$ cat src/hw/rtl/crcfe_pkg.sv
// ----------------------------------------------------------------------------
// crcfe_pkg: shared types and constants for the CRC-16 short frame encoder
// Holds the per-item command carried from the front to the back, the byte
// sequencer phases and the CRC-16 (poly 0x1021, MSB first) byte update.
// ----------------------------------------------------------------------------
package crcfe_pkg;

   localparam logic [7:0]  FRAME_START = 8'h02;
   localparam logic [7:0]  FRAME_STOP  = 8'h03;
   localparam logic [15:0] CRC_POLY    = 16'h1021;
   localparam logic [15:0] CRC_TOP     = 16'h8000;

   localparam int QUEUE_DEPTH_DEF = 4;

   // One classified request: what the back has to put on the wire for it.
   typedef struct packed {
      logic        open;     // first byte of a frame: start and length first
      logic        close;    // last byte of a frame: CRC and stop after data
      logic [7:0]  data;
      logic [7:0]  len;
      logic [15:0] crc;      // CRC including this byte
   } cmd_type;

   typedef enum logic [2:0] {
      PH_START,
      PH_LEN,
      PH_DATA,
      PH_CRC_HI,
      PH_CRC_LO,
      PH_STOP
   } phase_type;

   function automatic logic [15:0] crc_feed(input logic [15:0] crc, input logic [7:0] data);
      logic [15:0] c;
      c = crc ^ {data, 8'h00};
      for (int k = 0; k < 8; k++) begin
         if ((c & CRC_TOP) != 16'h0000) begin
            c = {c[14:0], 1'b0} ^ CRC_POLY;
         end else begin
            c = {c[14:0], 1'b0};
         end
      end
      return c;
   endfunction

endpackage

$ cat src/hw/rtl/crc16_short_frame_encoder_top.sv
// ----------------------------------------------------------------------------
// crc16_short_frame_encoder_top: CRC-16 short frame encoder
// Wraps payload bytes into 0x02, length, payload, CRC-16 high/low, 0x03.
//
//   channel   direction  handshake          payload
//   --------  ---------  -----------------  -----------------------------------
//   request   in         push / full        req_payload_byte, req_payload_length
//   result    out        empty / pop        rsp_frame_byte, rsp_frame_end
//
// A request is classified and its CRC updated in the cycle it is accepted,
// then queued; one request per cycle is taken while the queue has room.
// While results are popped the back sequencer emits one wire byte per cycle:
// 1 for a middle byte, 3 for a frame's first, 4 for its last, 6 for a one-byte
// frame. Sustained rate is then that sequencer's, one result byte per clock.
// Synchronous reset clears frame state, queue and output register.
// A stalled result side fills the queue, then full holds off requests.
// ----------------------------------------------------------------------------
module crc16_short_frame_encoder_top #(
   parameter int QUEUE_DEPTH = crcfe_pkg::QUEUE_DEPTH_DEF
) (
   input  logic       clock,
   input  logic       reset,
   input  logic       push,
   output logic       full,
   input  logic [7:0] req_payload_byte,
   input  logic [7:0] req_payload_length,
   output logic       empty,
   input  logic       pop,
   output logic [7:0] rsp_frame_byte,
   output logic       rsp_frame_end
);

   crcfe_pkg::cmd_type front_cmd;
   crcfe_pkg::cmd_type head_cmd;
   logic cmd_push;
   logic queue_full;
   logic head_valid;
   logic head_pop;

   crcfe_front u_front (
      .clock              (clock),
      .reset              (reset),
      .push               (push),
      .full               (full),
      .req_payload_byte   (req_payload_byte),
      .req_payload_length (req_payload_length),
      .queue_full         (queue_full),
      .cmd_push           (cmd_push),
      .cmd                (front_cmd)
   );

   crcfe_queue #(
      .DEPTH (QUEUE_DEPTH)
   ) u_queue (
      .clock   (clock),
      .reset   (reset),
      .wr_en   (cmd_push),
      .wr_cmd  (front_cmd),
      .q_full  (queue_full),
      .rd_en   (head_pop),
      .q_valid (head_valid),
      .rd_cmd  (head_cmd)
   );

   crcfe_back u_back (
      .clock          (clock),
      .reset          (reset),
      .head_valid     (head_valid),
      .head_cmd       (head_cmd),
      .head_pop       (head_pop),
      .empty          (empty),
      .pop            (pop),
      .rsp_frame_byte (rsp_frame_byte),
      .rsp_frame_end  (rsp_frame_end)
   );

endmodule

$ cat src/hw/rtl/crcfe_front.sv
// ----------------------------------------------------------------------------
// crcfe_front: request intake and classification
// Tracks frame position and running CRC, and turns each accepted request
// into one command for the back.
// ----------------------------------------------------------------------------
module crcfe_front (
   input  logic              clock,
   input  logic              reset,
   input  logic              push,
   output logic              full,
   input  logic [7:0]        req_payload_byte,
   input  logic [7:0]        req_payload_length,
   input  logic              queue_full,
   output logic              cmd_push,
   output crcfe_pkg::cmd_type cmd
);

   logic        in_frame_ff, in_frame_in;
   logic [7:0]  left_ff, left_in;
   logic [15:0] crc_ff, crc_in;
   logic [15:0] crc_base;
   logic [15:0] crc_new;
   logic [7:0]  left_new;
   logic        opening;
   logic        closing;

   assign full     = queue_full;
   assign cmd_push = push && !queue_full;

   always_comb begin
      opening  = !in_frame_ff;
      left_new = opening ? (req_payload_length - 8'd1) : (left_ff - 8'd1);
      closing  = (left_new == 8'd0);
      crc_base = opening ? 16'h0000 : crc_ff;
      crc_new  = crcfe_pkg::crc_feed(crc_base, req_payload_byte);

      cmd.open  = opening;
      cmd.close = closing;
      cmd.data  = req_payload_byte;
      cmd.len   = req_payload_length;
      cmd.crc   = crc_new;

      in_frame_in = in_frame_ff;
      left_in     = left_ff;
      crc_in      = crc_ff;
      if (cmd_push) begin
         in_frame_in = !closing;
         left_in     = left_new;
         crc_in      = closing ? 16'h0000 : crc_new;
      end
   end

   always_ff @(posedge clock) begin
      if (reset) begin
         in_frame_ff <= 1'b0;
         left_ff     <= 8'd0;
         crc_ff      <= 16'h0000;
      end else begin
         in_frame_ff <= in_frame_in;
         left_ff     <= left_in;
         crc_ff      <= crc_in;
      end
   end

endmodule

$ cat src/hw/rtl/crcfe_queue.sv
// ----------------------------------------------------------------------------
// crcfe_queue: command queue between front and back
// Small circular buffer; head entry is visible while not empty.
// ----------------------------------------------------------------------------
module crcfe_queue #(
   parameter int DEPTH = crcfe_pkg::QUEUE_DEPTH_DEF
) (
   input  logic               clock,
   input  logic               reset,
   input  logic               wr_en,
   input  crcfe_pkg::cmd_type wr_cmd,
   output logic               q_full,
   input  logic               rd_en,
   output logic               q_valid,
   output crcfe_pkg::cmd_type rd_cmd
);

   localparam int IW = (DEPTH > 1) ? $clog2(DEPTH) : 1;
   localparam int CW = $clog2(DEPTH + 1);
   localparam logic [IW-1:0] LAST = IW'(DEPTH - 1);
   localparam logic [CW-1:0] FULL_COUNT = CW'(DEPTH);

   crcfe_pkg::cmd_type entries_ff [DEPTH];
   logic [IW-1:0] wr_ptr_ff, wr_ptr_in;
   logic [IW-1:0] rd_ptr_ff, rd_ptr_in;
   logic [CW-1:0] count_ff, count_in;

   assign q_full  = (count_ff == FULL_COUNT);
   assign q_valid = (count_ff != '0);
   assign rd_cmd  = entries_ff[rd_ptr_ff];

   always_comb begin
      wr_ptr_in = wr_ptr_ff;
      rd_ptr_in = rd_ptr_ff;
      count_in  = count_ff;
      if (wr_en) begin
         wr_ptr_in = (wr_ptr_ff == LAST) ? '0 : wr_ptr_ff + 1'b1;
      end
      if (rd_en) begin
         rd_ptr_in = (rd_ptr_ff == LAST) ? '0 : rd_ptr_ff + 1'b1;
      end
      if (wr_en && !rd_en) begin
         count_in = count_ff + 1'b1;
      end else if (!wr_en && rd_en) begin
         count_in = count_ff - 1'b1;
      end
   end

   always_ff @(posedge clock) begin
      if (wr_en) begin
         entries_ff[wr_ptr_ff] <= wr_cmd;
      end
   end

   always_ff @(posedge clock) begin
      if (reset) begin
         wr_ptr_ff <= '0;
         rd_ptr_ff <= '0;
         count_ff  <= '0;
      end else begin
         wr_ptr_ff <= wr_ptr_in;
         rd_ptr_ff <= rd_ptr_in;
         count_ff  <= count_in;
      end
   end

   assert property (@(posedge clock) disable iff (reset) wr_en |-> !q_full)
      else $error("crcfe_queue: write while full");
   assert property (@(posedge clock) disable iff (reset) rd_en |-> q_valid)
      else $error("crcfe_queue: read while empty");
   assert property (@(posedge clock) disable iff (reset) count_ff <= FULL_COUNT)
      else $error("crcfe_queue: count beyond depth");

endmodule

$ cat src/hw/rtl/crcfe_back.sv
// ----------------------------------------------------------------------------
// crcfe_back: frame byte sequencer
// Walks the head command through its wire bytes, one per cycle while the
// result side keeps up, into an output register that the result side drains.
// ----------------------------------------------------------------------------
module crcfe_back (
   input  logic               clock,
   input  logic               reset,
   input  logic               head_valid,
   input  crcfe_pkg::cmd_type head_cmd,
   output logic               head_pop,
   output logic               empty,
   input  logic               pop,
   output logic [7:0]         rsp_frame_byte,
   output logic               rsp_frame_end
);

   crcfe_pkg::phase_type phase_ff, phase_in, cur_phase;
   logic       fresh_ff, fresh_in;
   logic       out_valid_ff, out_valid_in;
   logic [7:0] out_byte_ff, out_byte_in;
   logic       out_end_ff, out_end_in;
   logic       load;
   logic [7:0] emit_byte;
   logic       emit_end;

   assign load = head_valid && (!out_valid_ff || pop);

   // A command not yet begun starts at start byte or straight at its data
   always_comb begin
      if (fresh_ff) begin
         cur_phase = head_cmd.open ? crcfe_pkg::PH_START : crcfe_pkg::PH_DATA;
      end else begin
         cur_phase = phase_ff;
      end
   end

   // Next state
   always_comb begin
      phase_in = phase_ff;
      fresh_in = fresh_ff;
      head_pop = 1'b0;
      if (load) begin
         fresh_in = 1'b0;
         case (cur_phase)
            crcfe_pkg::PH_START: phase_in = crcfe_pkg::PH_LEN;
            crcfe_pkg::PH_LEN:   phase_in = crcfe_pkg::PH_DATA;
            crcfe_pkg::PH_DATA: begin
               if (head_cmd.close) begin
                  phase_in = crcfe_pkg::PH_CRC_HI;
               end else begin
                  head_pop = 1'b1;
                  fresh_in = 1'b1;
               end
            end
            crcfe_pkg::PH_CRC_HI: phase_in = crcfe_pkg::PH_CRC_LO;
            crcfe_pkg::PH_CRC_LO: phase_in = crcfe_pkg::PH_STOP;
            crcfe_pkg::PH_STOP: begin
               head_pop = 1'b1;
               fresh_in = 1'b1;
            end
            default: begin
               head_pop = 1'b1;
               fresh_in = 1'b1;
            end
         endcase
      end
   end

   // Outputs
   always_comb begin
      emit_end = 1'b0;
      case (cur_phase)
         crcfe_pkg::PH_START:  emit_byte = crcfe_pkg::FRAME_START;
         crcfe_pkg::PH_LEN:    emit_byte = head_cmd.len;
         crcfe_pkg::PH_DATA:   emit_byte = head_cmd.data;
         crcfe_pkg::PH_CRC_HI: emit_byte = head_cmd.crc[15:8];
         crcfe_pkg::PH_CRC_LO: emit_byte = head_cmd.crc[7:0];
         crcfe_pkg::PH_STOP: begin
            emit_byte = crcfe_pkg::FRAME_STOP;
            emit_end  = 1'b1;
         end
         default: emit_byte = head_cmd.data;
      endcase

      out_valid_in = out_valid_ff;
      out_byte_in  = out_byte_ff;
      out_end_in   = out_end_ff;
      if (load) begin
         out_valid_in = 1'b1;
         out_byte_in  = emit_byte;
         out_end_in   = emit_end;
      end else if (pop) begin
         out_valid_in = 1'b0;
      end
   end

   assign empty          = !out_valid_ff;
   assign rsp_frame_byte = out_byte_ff;
   assign rsp_frame_end  = out_end_ff;

   always_ff @(posedge clock) begin
      if (reset) begin
         phase_ff     <= crcfe_pkg::PH_START;
         fresh_ff     <= 1'b1;
         out_valid_ff <= 1'b0;
         out_end_ff   <= 1'b0;
      end else begin
         phase_ff     <= phase_in;
         fresh_ff     <= fresh_in;
         out_valid_ff <= out_valid_in;
         out_end_ff   <= out_end_in;
      end
   end

   always_ff @(posedge clock) begin
      out_byte_ff <= out_byte_in;
   end

   assert property (@(posedge clock) disable iff (reset) head_pop |-> head_valid)
      else $error("crcfe_back: command retired with none waiting");
   assert property (@(posedge clock) disable iff (reset)
      (out_valid_ff && out_end_ff) |-> (out_byte_ff == crcfe_pkg::FRAME_STOP))
      else $error("crcfe_back: frame end flag on a byte other than stop");
   assert property (@(posedge clock) disable iff (reset)
      (load && cur_phase == crcfe_pkg::PH_STOP) |-> head_cmd.close)
      else $error("crcfe_back: stop byte for a command that does not close");
   assert property (@(posedge clock) disable iff (reset)
      (out_valid_ff && !pop) |=> out_valid_ff)
      else $error("crcfe_back: result dropped without pop");

endmodule

$ cat config.mk
export PLATFORM = sky130hd
export DESIGN_NAME = crc16_short_frame_encoder_top
export DESIGN_NICKNAME = d
export VERILOG_FILES = /design/src/hw/rtl/crcfe_pkg.sv /design/src/hw/rtl/crc16_short_frame_encoder_top.sv /design/src/hw/rtl/crcfe_front.sv /design/src/hw/rtl/crcfe_queue.sv /design/src/hw/rtl/crcfe_back.sv
export SDC_FILE = /design/constraint.sdc
export NUM_CORES = 1
export LEC_CHECK = 0
export BUFFER_PORTS_ARGS = -buffer_cell sky130_fd_sc_hd__buf_4
export CAP_MARGIN = 20
export CELL_PAD_IN_SITES_DETAIL_PLACEMENT = 0
export CELL_PAD_IN_SITES_GLOBAL_PLACEMENT = 1
export CORE_AREA = 2 2 151 109
export CTS_CLUSTER_DIAMETER = 60
export DETAILED_ROUTE_END_ITERATION = 6
export DIE_AREA = 0 0 153 111
export HOLD_SLACK_MARGIN = 0.08
export PLACE_DENSITY_LB_ADDON = 0.08
export SYNTH_ARGS = -nofsm -noshare
export SYNTH_HDL_FRONTEND = slang
export SYNTH_SLANG_ARGS = --single-unit
export TNS_END_PERCENT = 5
$ cat constraint.sdc
create_clock -name clock -period 3.6 [get_ports clock]
set_input_delay 0 -clock clock [delete_from_list [all_inputs] [get_ports clock]]
set_output_delay 0 -clock clock [all_outputs]
set_load 0.03 [all_outputs]
==> impl_metrics.json, run 1 <==
{
  "path_class": "reg2reg",
  "synthMuxAreaShare_pct": 10.9,
  "cp.required_ns": 3.95,
  "io_pins": 31,
  "initial_utilization_pct": 50.0,
  "drt_iter0_markers": 426,
  "insertion_delay_ns": 0.43,
  "cp_cell_sequence": "mux4_2 > a21bo_1 > or3_4 > a21oi_4 > inv_1 > ha_1 > inv_1 > fa_1 > xor2_1 > or3_1 > a21oi_1",
  "slew_viol_final": 0,
  "synth.net_count": 562,
  "dieArea_um2": 17000,
  "skew_ns": 0.0109,
  "layout_commonest_cell": "edfxtp_1",
  "peakVddDrop_mv": 0.340,
  "pwr_density_cell_nw_per_um2": 705,
  "leakage_uw": 0.00303,
  "cap_violations": 0,
  "grt_util_all_layers_pct": 21.2,
  "synthSimpleGateAreaFrac_pct": 8.71,
  "dp_cells": 748,
  "synth_top_family_by_area": "multiplexers",
  "cts_buffers": 17,
  "antenna_found_initial": 0,
  "outcome": "finished, final reports clean",
  "rsz0062_at_grt": "false",
  "grt_pass1_vias": 4529,
  "wirelength_mm": 17.0,
  "antenna_cells": 0,
  "final_area_um2": 9050,
  "crit_arrival_ns": 3.41,
  "cp-endpoint": "u_queue.count_ff[2]$_SDFFE_PP0P_",
  "coreArea_um2": 15800,
  "setup_viol": 0,
  "endpoint_kind": "flop",
  "synth_top_area_share_pct": 54.8,
  "fillerInstances": 1247,
  "dr.pass1.iters": 4,
  "setup_ws_ns": 0.539,
  "globalplace.congestion": 0.831,
  "clock.fmax_mhz": 327,
  "yosysWarnings": 0,
  "die_w_um": 153,
  "maxSlewHeadroom_pct": 32.1,
  "slowest_delay_ns": 0.53,
  "port_buffers": 30,
  "start_kind": "flop",
  "cts.clk_slew.worst_paths_ns": 0.06,
  "drt_drc_violations_left": 0,
  "r2r-end": "u_queue.count_ff[2]$_SDFFE_PP0P_",
  "rows": 39,
  "drive_above_1_share_pct": 18.4,
  "synth.area.top_cells": "edfxtp_1, dfxtp_1, mux4_2, xnor2_1, nand3b_1",
  "synth_top_area_cell": "edfxtp_1",
  "dp_hpwl_mm": 10.5,
  "hold_violations": 0,
  "placed_cell_area_um2": 8310,
  "cp_slowest_cell": "mux4_2",
  "r2r_slack_ns": 0.54,
  "layout_common_cells": "edfxtp_1, buf_4, dfxtp_1",
  "cts.sinks": 184,
  "h-tree-depth": 4,
  "drt-wirelength-per-cell_um": 21.3,
  "postSynthCellCount": 533,
  "cpMostUsedCell": "inv_1",
  "cts_buffer_depth": 2,
  "synth-edff-count": 144,
  "post-route-min-period_ns": 3.06,
  "tightest_slew_ns": 1.01,
  "post_cts_buffers": 0,
  "overflow": 0,
  "syn_to_final_growth_pct": 14.8,
  "grt_pass1_wl_mm": 26.6,
  "vias_per_cell": 5.78,
  "synth_ff_type": "edfxtp_1",
  "synth_compound_area_share_pct": 6.90,
  "reg2reg_depth": 11,
  "postRouteAntennaNets": 0,
  "tns_ns": 0,
  "yosys.area_share.adder_pct": 1.52,
  "final_cells": 799,
  "ys_seq_area_share_pct": 65.0,
  "ys_ff_latch": 184,
  "pre_cts_slack_ns": 0.553,
  "clk_root_buffer_cell": "clkbuf_16",
  "post-route-period-util_pct": 85.0,
  "path_max_fanout": 9,
  "hold_path.class": "in2reg",
  "synthXorXnorAreaFrac_pct": 4.22,
  "die_h_um": 111,
  "final_nets": 610,
  "synth_area_per_cell_um2": 14.8,
  "ys_types": 54,
  "async_flop_share_pct": 0,
  "via_count": 4617,
  "grt_max_degree": 41,
  "cts_tree": "yes",
  "syn_area_um2": 7890
}
==> cell families after synthesis <==
family / after synthesis
AO/OA/AOI/OAI: 80
XOR/XNOR: 38
adder cells (fa/ha/maj): 9
buffers and inverters: 50
flip-flops: 184
multiplexers: 43
AND/OR/NAND/NOR: 129
==> state kept, by name, indices dropped and copies added, names as in the netlist, named ones only <==
signal	cells
u_queue.wr_ptr_ff	2
u_queue.entries_ff	136
u_front.in_frame_ff	1
u_back.out_valid_ff	1
u_front.left_ff	8
u_queue.count_ff	3
u_back.rsp_frame_byte	8
u_back.fresh_ff	1
u_queue.rd_ptr_ff	2
u_back.phase_ff	3
u_front.crc_ff	16
u_back.rsp_frame_end	1
==> repair_timing <==
item                                   CTS  global route
resized for setup                        0             0
hold buffers                            19             0
endpoints found under the hold margin   93             0
==> per-layer routing <==
layer	routed length [µm]	GRT usage [%]	vias to the layer above
met5	0	0	-
met4	160	7.16	0
met3	986	3.99	16
met2	7710	30.7	147
met1	8140	32.4	2331
li1	-	-	2123
==> layout make-up <==
cell class	count	area, µm²	share of cell area, %
Inverter	19	71.3	0.788
Sequential cell	184	5130	56.6
Clock inverter	14	126	1.40
Clock buffer	18	429	4.74
Tap cell	205	256	2.83
Timing Repair Buffer	60	498	5.50
Multi-Input combinational cell	299	2540	28.1
==> critical path, delay by kind of cell (launching register included) <==
kind            cells  cell delay, ns
compound gates      3            0.70
buf+inv             2            0.17
mux                 1            0.53
xor+xnor            1            0.08
simple gates        2            0.74
fa+ha+maj           2            0.40
flops               1            0.36
==> where the power goes <==
part / total, µW / leakage, µW / switching [µW] / internal [µW]
clock network: 1750 / 0.000262 / 798 / 955
registers: 2870 / 0.00166 / 157 / 2720
logic: 1760 / 0.00111 / 1040 / 717
==> how the worst min path moves through the flow <==
stage,start,to,slack [ns],depth (start not counted)
floorplan,req_payload_length[0],u_queue.entries_ff[0][16]$_DFFE_PP_,0.1,0
global route,push,u_front.left_ff[0]$_SDFFE_PP0P_,0.23,5
finish,push,u_front.left_ff[0]$_SDFFE_PP0P_,0.19,5
CTS,push,u_front.in_frame_ff$_SDFFE_PP0P_,0.17,5
detailed placement,req_payload_length[7],u_queue.entries_ff[2][23]$_DFFE_PP_,0.23,1
global placement,req_payload_length[7],u_queue.entries_ff[0][23]$_DFFE_PP_,0.22,1
==> through the flow <==
stage / total power (µW) / utilization, % / hold WS, ns
after floorplan: 4140 / - / 0.0989
after global placement: 4630 / 52.7 / 0.220
after detailed placement: 4660 / 52.7 / 0.225
after CTS: 6440 / 57.4 / 0.174
after global routing: 6690 / 57.4 / 0.225
final: 6380 / 57.4 / 0.191
==> synth_stat cells (9+ instances only) <==
| master | instances |
|---|---|
| edfxtp_1 | 144 |
| dfxtp_1 | 40 |
| mux4_2 | 33 |
| nor2_1 | 30 |
| nand2_1 | 27 |
| xnor2_1 | 26 |
| clkbuf_1 | 19 |
| inv_1 | 18 |
| o21ai_0 | 17 |
| nand3b_1 | 16 |
| nand2b_1 | 15 |
| a21oi_1 | 12 |
| nor3_1 | 12 |
| xor2_1 | 12 |
| mux2i_1 | 9 |
Note: power is estimated with default switching activity, not from simulation.
==> inputs of run 2 (changes only) <==
- RECOVER_POWER: not set -> 50
==> run 2 against run 1 <==
The flow now finishes with violations (max-capacitance violations, max-slew violations). Wire length shrank 0.24%. Power fell by 0.97%. Clock-buffer cell count unchanged. Utilization decreased by 0.75 points. Setup slack got worse by 0.057 ns. Critical path depth unchanged. Die area did not move. Maximum frequency shrank 1.8%. Global-route usage did not move. Sequential share of layout area increased by 0.74 points. Critical path type unchanged. Critical endpoint unchanged. Largest cell class unchanged. Largest power group unchanged. Highest routed layer unchanged.
==> impl_metrics.json, run 2 (synthesis results as in run 1) <==
{
  "postRouteAntennaNets": 0,
  "post-route-period-util_pct": 86.6,
  "skew_ns": 0.00912,
  "setup_ws_ns": 0.482,
  "rows": 39,
  "clock.fmax_mhz": 321,
  "cp_cell_sequence": "mux4_2 > a21bo_1 > or3_4 > a21oi_4 > inv_1 > ha_1 > inv_1 > fa_1 > xor2_1 > or3_1 > a21oi_1",
  "port_buffers": 30,
  "multi_input_area_um2": 2540,
  "grt_pass1_vias": 4529,
  "cts_resized": 0,
  "h-tree-depth": 4,
  "drive_above_1_share_pct": 13.1,
  "outcome": "complete, but fails checks",
  "power.switching_uw": 1990,
  "path_max_fanout": 9,
  "cp.buffers_inverters": 2,
  "initial_utilization_pct": 50.0,
  "slowest_delay_ns": 0.55,
  "antenna_cells": 0,
  "fillerInstances": 1286,
  "drt_drc_violations_left": 0,
  "layout_commonest_cell": "edfxtp_1",
  "drt_iter0_markers": 409,
  "crit_arrival_ns": 3.47,
  "seqCellArea_um2": 5120,
  "cpMostUsedCell": "inv_1",
  "final_cells": 799,
  "dieArea_um2": 17000,
  "p_total_uw": 6320,
  "post-route-min-period_ns": 3.12,
  "violations": "max-capacitance violations, max-slew violations",
  "dp_hpwl_mm": 10.5,
  "pre_cts_slack_ns": 0.553,
  "clkPwrFrac_pct": 27.7,
  "grt_util_all_layers_pct": 21.2,
  "swShare_pct": 31.5,
  "io_pins": 31,
  "dr.pass1.iters": 4,
  "syn_to_final_growth_pct": 13.2,
  "top_register": "u_queue.entries_ff",
  "cp_slowest_cell": "mux4_2",
  "leakage_uw": 0.00292,
  "pwr_density_cell_nw_per_um2": 708,
  "combPwrFrac_pct": 26.8,
  "hold_path.class": "in2reg",
  "cts_tree": "yes",
  "globalplace.congestion": 0.831,
  "coreArea_um2": 15800,
  "die_w_um": 153,
  "intPower_uw": 4330,
  "critical-path-top-delay-family": "simple AND/OR/NAND/NOR gates",
  "cts.clk_slew.worst_paths_ns": 0.06,
  "setup_viol": 0,
  "endpoint_kind": "flop",
  "slew_viol_final": 32,
  "antenna_found_initial": 0,
  "start_kind": "flop",
  "vias_per_cell": 5.77,
  "cts_buffers": 17,
  "clk_root_buffer_cell": "clkbuf_16",
  "grt_max_degree": 41,
  "overflow": 0,
  "cts_buffer_depth": 2,
  "hold_violations": 0,
  "layout_common_cells": "edfxtp_1, dfxtp_1, mux4_2",
  "tightest_slew_ns": 1.68,
  "power.share.sequential_pct": 45.4,
  "grt_pass1_wl_mm": 26.6,
  "insertion_delay_ns": 0.43,
  "tns_ns": 0,
  "drt-wirelength-per-cell_um": 21.2,
  "peakVddDrop_mv": 0.339,
  "final_nets": 610,
  "maxSlewHeadroom_pct": -11.7,
  "cp.required_ns": 3.95,
  "via_count": 4608,
  "die_h_um": 111,
  "path_class": "reg2reg",
  "dp_cells": 748,
  "cap_violations": 1,
  "reg_top3": "u_queue.entries_ff: 136 flops, u_front.crc_ff: 16 flops",
  "wirelength_mm": 17.0,
  "post_cts_buffers": 0,
  "cts.sinks": 184,
  "largest_register_ffs": 136,
  "rsz0062_at_grt": "false"
}
[run 2: worst paths after layout]
check	startpoint	end	slack [ns]	cells past startpoint
worst min-delay path	push	u_queue.count_ff[0]$_SDFFE_PP0P_	0.23	6
worst min register to register	u_front.left_ff[7]$_SDFFE_PP0P_	u_front.left_ff[7]$_SDFFE_PP0P_	0.47	2
worst max-delay path	flop	u_queue.count_ff[2]$_SDFFE_PP0P_	0.48	11
worst max register to register	flop	u_queue.count_ff[2]$_SDFFE_PP0P_	0.48	11
[run 2: power groups by stage]
stage | registers (µW) | clock network, µW | logic, µW
2_1_floorplan | 2950 | 0 | 1190
3_3_place_gp | 2900 | 0 | 1730
3_5_place_dp | 2920 | 0 | 1740
4_1_cts | 2870 | 1790 | 1770
5_1_grt | 2900 | 1870 | 1860
6_report | 2870 | 1750 | 1700
[run 2: worst reg2reg max path, delay by kind of cell, from the launching register on]
kind                       cells  cell delay [ns]
AOI/OAI and AO/OA              3             0.70
DFF                            1             0.40
xor gates and xnor gates       1             0.08
and+or+nand+nor                2             0.74
muxes                          1             0.55
buffers and inverters          2             0.17
adders and majority gates      2             0.40
[run 2: layer usage]
layer | routed length, µm | global-route usage, %
met5 | 0 | 0
met4 | 191 | 7.16
met3 | 955 | 3.99
met2 | 7610 | 30.7
met1 | 8200 | 32.4
[run 2: area by class of cell]
cell class | instances | share of cell area (%)
tap | 205 | 2.87
multi-input combinational | 299 | 28.5
sequential | 184 | 57.4
clock inverter | 14 | 1.41
inverter | 19 | 0.798
clock buffer | 18 | 4.80
timing repair buffer | 60 | 4.26
[run 2: timing repair]
item                       in CTS  in global routing
hold endpoints to repair       93                  0
hold buffers                   19                  0
setup endpoints to repair       0                  0
[run 2: per-stage QoR]
step	hold slack, ns	util (%)	area (µm²)
detailed placement	0.225	52.7	8310
CTS	0.174	57.4	9050
floorplan	0.0989	-	7890
global placement	0.220	52.7	8310
finish	0.230	56.7	8930
global route	0.272	56.7	8930
==> inputs of run 3 (changes only) <==
- BUFFER_PORTS_ARGS: -buffer_cell sky130_fd_sc_hd__buf_4 -> not set
- CORE_AREA: 2 2 151 109 -> 2 2 149 108
- DIE_AREA: 0 0 153 111 -> 0 0 151 110
- DONT_BUFFER_PORTS: not set -> 1
==> run 3 against run 2 <==
The run now ends clean. Hold slack worse by 0.10 ns. Cell count decreased by 3.5%. Flip-flop and latch count stayed put. Global-route usage up 0.31 points. Clock-buffer cell count rose by 1. Combinational power is 9% lower. Die area decreased by 2.2%. Via count fell by 2.0%. Sequential share of layout area increased by 0.47 points. Sequential power increased by 4%. Wire length decreased by 2.0%. Critical path type unchanged. Largest cell class unchanged. Largest power group unchanged.
==> impl_metrics.json, run 3 (synthesis results as in run 1) <==
{
  "p_total_uw": 6220,
  "antenna_found_initial": 0,
  "maxSlewHeadroom_pct": 28.2,
  "cts_tree": "yes",
  "rsz0062_at_grt": "false",
  "cp.buffers_inverters": 4,
  "cts_resized": 0,
  "top_register": "u_queue.entries_ff",
  "cts.sinks": 184,
  "port_buffers": 0,
  "outcome": "finished, final reports clean",
  "drt_drc_violations_left": 0,
  "post_cts_buffers": 0,
  "final_cells": 771,
  "grt_max_degree": 40,
  "dp_hpwl_mm": 10.1,
  "antenna_cells": 0,
  "grt_pass1_vias": 4330,
  "wirelength_mm": 16.6,
  "largest_register_ffs": 136,
  "post-route-period-util_pct": 85.9,
  "globalplace.congestion": 0.823,
  "grt_pass1_wl_mm": 25.5,
  "cts_buffer_depth": 2,
  "cp.required_ns": 3.64,
  "leakage_uw": 0.00291,
  "h-tree-depth": 4,
  "vias_per_cell": 5.86,
  "hold_path.class": "in2reg",
  "dr.pass1.iters": 5,
  "clock.fmax_mhz": 323,
  "reg_top3": "u_queue.entries_ff: 136 flops, u_front.crc_ff: 16 flops",
  "drt_iter0_markers": 352,
  "cp_cell_sequence": "nor3b_1 > clkbuf_1 > nand2b_1 > inv_1 > clkbuf_1 > and2_1 > clkbuf_2",
  "peakVddDrop_mv": 0.364,
  "path_class": "reg2reg",
  "setup_viol": 0,
  "skew_ns": 0.0121,
  "dp_cells": 715,
  "syn_to_final_growth_pct": 12.3,
  "grt_util_all_layers_pct": 21.5,
  "cap_violations": 0,
  "insertion_delay_ns": 0.43,
  "post-route-min-period_ns": 3.09,
  "cts_hold_buf": 24,
  "overflow": 0,
  "hold_path_depth": 3,
  "hold_violations": 0,
  "final_util_pct": 58.6,
  "layout_commonest_cell": "edfxtp_1",
  "die_h_um": 110,
  "crit_arrival_ns": 3.13,
  "coreArea_um2": 15100,
  "slowest_delay_ns": 0.81,
  "layout_common_cells": "edfxtp_1, dfxtp_1, mux4_2",
  "initial_utilization_pct": 52.2,
  "critical-path-top-delay-family": "buffers and inverters",
  "clk_root_buffer_cell": "clkbuf_16",
  "slew_viol_final": 0,
  "path_max_fanout": 34,
  "start_kind": "flop",
  "cp_slowest_cell": "clkbuf_2",
  "final_nets": 587,
  "reg2reg_depth": 7,
  "cts.clk_slew.worst_paths_ns": 0.06,
  "cpMostUsedCell": "clkbuf_1",
  "postRouteAntennaNets": 0,
  "io_pins": 31,
  "cts_buffers": 17,
  "pwr_density_cell_nw_per_um2": 702,
  "drt-wirelength-per-cell_um": 21.5,
  "drive_above_1_share_pct": 13.5,
  "die_w_um": 151,
  "path_depth": 7,
  "dieArea_um2": 16600,
  "tns_ns": 0,
  "tightest_slew_ns": 1.08,
  "rows": 38,
  "via_count": 4517,
  "endpoint_kind": "flop"
}
==> run 3: cell count changes in the layout (fill, tap and decap cells not counted), moves of 2 or more <==
cell,previous run,this run
clkbuf_1,31,6
inv_6,2,0
buf_4,9,7
dlygate4sd3_1,19,23
clkinv_2,1,4
==> run 3: power by group <==
part           switching (µW)  total [µW]  internal, µW
clock network             758        1700           945
logic                     897        1540           639
registers                 255        2980          2720
==> run 3: worst reg2reg max path, cell delays in order (launching register included) <==
cell      delay (ns)
dfxtp_1         0.42
nor3b_1         0.08
clkbuf_1        0.23
nand2b_1        0.22
inv_1           0.11
clkbuf_1        0.60
and2_1          0.22
clkbuf_2        0.81
==> run 3: final cells by class <==
| cell class | instances | area (µm²) |
|---|---|---|
| clock buffers | 19 | 433 |
| clock inverters | 13 | 108 |
| repair buffers | 37 | 328 |
| inverters | 19 | 71.3 |
| fillers | 1186 | 6260 |
| multi-input cells | 299 | 2540 |
| flip-flops and latches | 184 | 5120 |
| well taps | 200 | 250 |
==> run 3: stage by stage <==
stage / setup slack (ns) / cell area (µm²) / hold slack [ns]
finish: 0.506 / 8860 / 0.128
CTS: 0.563 / 8880 / 0.0990
floorplan: 0.501 / 7890 / 0.0989
global placement: 0.662 / 8090 / 0.0742
global route: 0.300 / 8860 / 0.139
detailed placement: 0.613 / 8090 / 0.0762
==> run 3: worst paths after layout <==
| kind | start | endpoint | slack, ns |
|---|---|---|---|
| min | req_payload_byte[0] | u_queue.entries_ff[1][0]$_DFFE_PP_ | 0.13 |
| min reg2reg | u_front.left_ff[7]$_SDFFE_PP0P_ | u_front.left_ff[7]$_SDFFE_PP0P_ | 0.47 |
| max | u_queue.count_ff[0]$_SDFFE_PP0P_ | u_queue.entries_ff[3][28]$_DFFE_PP_ | 0.51 |
| max reg2reg | u_queue.count_ff[0]$_SDFFE_PP0P_ | u_queue.entries_ff[3][28]$_DFFE_PP_ | 0.51 |
==> run 3: routing by layer <==
layer	track usage [%]	routed length [µm]	vias up
met3	4.73	778	13
li1	-	-	2073
met4	5.01	134	0
met1	32.6	8060	2300
met5	0	0	-
met2	32.0	7650	131
